<file path="src/rtl/core/lpdq_ram.sv">
// ----------------------------------------------------------------------------
// Length-prefix deframer queue: simple dual-port RAM
// One write port and one read port, read data registered.
// ----------------------------------------------------------------------------
module lpdq_ram #(
  parameter int unsigned DEPTH = 16,
  parameter int unsigned WIDTH = 8,
  parameter int unsigned AW    = (DEPTH > 1) ? $clog2(DEPTH) : 1
) (
  input  logic             clk_i,
  input  logic             we_i,
  input  logic [AW-1:0]    waddr_i,
  input  logic [WIDTH-1:0] wdata_i,
  input  logic             re_i,
  input  logic [AW-1:0]    raddr_i,
  output logic [WIDTH-1:0] rdata_o
);

  logic [WIDTH-1:0] mem [DEPTH];
  logic [WIDTH-1:0] rdata_q;

  always_ff @(posedge clk_i) begin
    if (we_i) begin
      mem[waddr_i] <= wdata_i;
    end
  end

  always_ff @(posedge clk_i) begin
    if (re_i) begin
      rdata_q <= mem[raddr_i];
    end
  end

  assign rdata_o = rdata_q;

endmodule
</file>
<file path="config.mk">
export PLATFORM = sky130hd
export DESIGN_NAME = lpdq_ram
export DESIGN_NICKNAME = d
export VERILOG_FILES = /design/src/rtl/core/lpdq_ram.sv
export SDC_FILE = /design/constraint.sdc
export NUM_CORES = 1
export LEC_CHECK = 0
export ABC_CLOCK_PERIOD_IN_PS = 1700
export BUFFER_PORTS_ARGS = -buffer_cell sky130_fd_sc_hd__buf_2
export CORE_MARGIN = 3
export CORE_UTILIZATION = 27
export CTS_BUF_LIST = sky130_fd_sc_hd__clkbuf_4 sky130_fd_sc_hd__clkbuf_8
export DETAILED_ROUTE_END_ITERATION = 10
export HOLD_SLACK_MARGIN = 0.12
export PLACE_DENSITY_LB_ADDON = 0.05
export REMOVE_ABC_BUFFERS = 1
export SYNTH_ARGS = -nofsm -noshare
export SYNTH_HDL_FRONTEND = slang
export SYNTH_SLANG_ARGS = --single-unit
</file>
<file path="constraint.sdc">
create_clock -name clk_i -period 1.7 [get_ports clk_i]
set_clock_uncertainty 0.05 [all_clocks]
set_input_delay 0.255 -clock clk_i [delete_from_list [all_inputs] [get_ports clk_i]]
set_output_delay 0.255 -clock clk_i [all_outputs]
set_load 0.005 [all_outputs]
</file>
### Word-level counts from Yosys, hierarchy flattened

Memories as Yosys holds them, arrays and structs flattened. A register that Yosys moved wholly into a read port is not among the register bits.
Index checks and enable logic that the tools add are counted.

| cells by class | value |
|---|---|
| div/mod/pow operators | 0 |
| multiplexer cells | 2 |
| $lt $le $gt $ge | 0 |
| add/sub/neg operators | 0 |
| shifts and indexed selects | 0 |
| reductions and logical operators | 0 |
| $mul | 0 |
| bitwise operators | 0 |
| equal/unequal tests | 0 |

Operator list:

| cell | number |
|---|---|
| $mux 1 | 2 |

| word-level totals | value |
|---|---|
| bits in read-only memories | 0 |
| latch bits | 0 |
| memories | 1 |
| input port bits | 19 |
| word-level logic and storage cells | 3 |
| register bits after elaboration | 0 |
| output and inout port bits | 8 |
| bits in writable memories | 128 |

Memory list:

| memory | words | width | rd ports | clocked after memory_dff | wr ports | RTL line | RTL |
|---|---|---|---|---|---|---|---|
| mem | 16 | 8 | 1 | 1 | 1 | 19 | `logic [WIDTH-1:0] mem [DEPTH];` |

### Depth between registers and ports, before layout

| logic depth | value |
|---|---|
| depth after elaboration | 2 |
| mapped depth | 5 |
| mapped depth without buffers | 3 |

### Worst setup path after synthesis

Ideal clock, no wire load.

| timing | value |
|---|---|
| kind | input -> register |
| start point | in waddr_i[2] |
| end point | mem mem[0][0], enable pin |
| slack | -0.098 ns |
| cell stages on the path | 2 |
| data required time | 1.267 ns |
| buffers on the path | 0 |
| data arrival time | 1.365 ns |
| path through | or3b_2 -> nor3_1 |

RTL lines:

| what | RTL line | RTL |
|---|---|---|
| start, declared | 12 | `input logic [AW-1:0] waddr_i,` |
| end, declared | 19 |  |

No word-level cell before the write port.

==> key figures <==
Routing
  – Drt initial violations: 124
  – Antenna viol nets, final: 0
  – Final Routed Wirelength: 12,000 um
  – TritonRoute pass-1 iters: 4
  – Number of remaining DRC errors: 0
  – Via count: 2,435
  – Vias per inst: 4.34
  – Drt wl/cell: 21.4 um

Finish
  – Final Util: 33.0%
  – FILL cells: 1,871
  – Multi-input gate area: 1060 um2
  – Layout cell share with drive strength beyond 1: 33.2%
  – Post-route cell area: 6240 um2
  – Sequential cell area: 4080 um2
  – Net count, final: 307
  – Area Overhead vs Synth: 19.3%
  – N_diodes: 0

Pwr
  – Reg power frac: 55.0%
  – Int Pwr: 5.41 mW
  – Worst VDD drop: 492 uV
  – P_sw: 1.50 mW
  – Pleak: 2.05 nW
  – Switching portion of total power: 21.7%
  – Cell area power density: 1110 nW/um2
  – Clock power share: 39.7%
  – Comb pwr share: 5.3%

STA
  – Final Hold Fails: 0
  – Slew headroom: 37.9%
  – Max-slew violation count: 0
  – Slew at the pin closest to its max-slew limit: 0.929 ns
  – Worst setup margin: 0.168 ns
  – Final setup fails: 0
  – Fmax: 0.653 GHz
  – Period utilization: 90.1%
  – Final min period: 1.53 ns
  – RSZ-0062 raised after global routing: false

Clock tree
  – H-tree depth: 4
  – CTS tree: done
  – CTS sink cnt: 136
  – Root buffer cell: clkbuf_8
  – Clock buffer depth: 2
  – Clock Pin Slew Worst Setup and Hold Paths: 0.08 ns
  – Skew-Pair Late Insertion Delay: 0.44 ns
  – CTS Buf Count: 17

Setup path
  – Worst setup SP type: flop
  – Worst Setup End Kind: flop
  – Worst Path Max Fanout: 1
  – Critical R2R Capture: rdata_o[4]
  – Crit path DAT: 1.67 ns
  – FF-to-FF setup slack: 0.17 ns
  – FF-to-FF path depth: 4
  – Worst setup path class: reg -> reg
  – Launch point of the worst reg-to-reg path: mem[3][4]
  – Worst EP required: 1.84 ns

Floorplan
  – Die Y: 145 um
  – Initial core utilization: 27.7%
  – Die Wd: 145 um
  – Die area: 21,100 um2
  – Core box area: 18,900 um2
  – Rows: 50
  – I/O pin cnt: 27

Place
  – DP Area: 5810 um2
  – Port Buffer Count: 26
  – Post-Place Setup Slack: -0.324 ns
  – Post-DP HPWL: 8030 um
  – Gpl congestion: 0.678

GRT
  – First-pass GRT wire length: 18,000 um
  – Antenna violations before repair: 0
  – GRT Util Overall: 12.0%
  – Largest net degree at the start of global routing: 21
  – Vias in the first global route: 2,619
  – Grt total ovfl: 0

Synthesis
  – Seq cells post-synth: 136
  – Mapped Avg Cell Area: 22.8 um2
  – Post-synthesis sequential area ratio: 78.1%
  – Cells after Synth: 229
  – Total number of yosys warnings: 0
  – Mapped Area: 5230 um2
  – Yosys cell types: 18

Min path
  – Worst Hold Launch: wdata_i[0]
  – Hold path depth: 1
  – Worst hold path type: in -> reg
  – Hold EP: mem[5][0]

Status
  – Status: complete, no violations

Job
  – Max-cap violation count: 0
-- cells in the mapped netlist (all sizes together) --
cell           instances  area share [%]
a22oi                 16             2.3
and2                   1            0.12
and2b                  1            0.14
buf                    7             1.1
clkdlybuf4s25          3            0.57
edfxtp               136              78
mux4                  32              15
nand2                  9            0.65
nand2b                 2            0.24
nand3                  1           0.096
nand3b                 2            0.29
nor2                  13            0.93
nor2b                  1            0.12
nor3                   4            0.38
or3b                   1            0.17
-- power by group through the flow --
stage                     sequential, mW  clock (mW)  combinational [mW]
after floorplan                     3.86           0               0.151
after global placement              3.87           0               0.386
after detailed placement            3.87           0               0.384
after CTS                           3.80        2.83               0.388
after global routing                3.80        3.00               0.412
final                               3.79        2.74               0.368
-- worst max-delay path by stage --
stage / startpoint / to / slack (ns) / depth (start not counted)
3_3_place_gp: raddr_i[0] / rdata_o[7] / -0.33 / 5
2_1_floorplan: waddr_i[2] / mem[0][0] / -0.1 / 2
3_5_place_dp: raddr_i[0] / rdata_o[7] / -0.32 / 5
6_report: mem[3][4] / rdata_o[4] / 0.17 / 4
4_1_cts: mem[11][7] / rdata_o[7] / 0.12 / 3
5_1_grt: mem[3][4] / rdata_o[4] / 0.01 / 4
-- critical path, cell delays in order (launching register included) --
cell	delay [ns]
edfxtp_1	0.38
mux4_2	0.48
a22oi_1	0.20
buf_4	0.14
nand2_1	0.04
-- flip-flops by register name, summed over array words and instances (netlist names) --
name,cells
mem,128
rdata_o,8
-- per-stage QoR --
step,setup TNS (ns),hold slack (ns),power (mW),cells
finish,0,0.146,6.90,561
CTS,0,0.121,7.01,561
floorplan,-0.783,0.304,4.01,219
global placement,-1.52,0.603,4.26,528
global route,0,0.130,7.21,561
detailed placement,-1.38,0.600,4.26,528
-- cell type report --
cell class / count / area share [%]
clock inverters: 14 / 2.81
clock buffers: 18 / 3.87
multi-input cells: 83 / 17.0
repair buffers: 50 / 5.62
well taps: 260 / 5.21
flip-flops and latches: 136 / 65.5
-- repair_timing --
action | 4_1_cts | 5_1_grt
hold buffers | 1 | 0
resized for setup | 1 | 0
hold endpoints to repair | 4 | 0
setup endpoints to repair | 1 | 0
buffers inserted | 0 | 0
-- cell usage in the layout (no fill, tap or decap), types with 3 or more instances in the layout --
cell,instances
a22oi_1,15
buf_12,3
buf_2,26
buf_4,20
bufinv_16,3
clkbuf_8,17
clkinv_4,5
edfxtp_1,136
mux4_1,14
mux4_2,18
nand2_1,9
nor2_1,13
nor3_1,4
-- cell families after synthesis --
group / Yosys count / share of synthesized area [%]
flops: 136 / 78.1
simple gates: 35 / 3.14
mux: 32 / 14.8
compound gates: 16 / 2.30
buf+inv: 10 / 1.65
-- per-layer routing --
metal,global-route usage [%],wire [um],vias to the layer above
li1,-,-,1096
met1,15.9,5480,1274
met2,19.1,5970,58
met3,3.47,427,7
met4,4.27,118,0
met5,0,0,-
No activity file was read; power rests on OpenSTA's default activity.
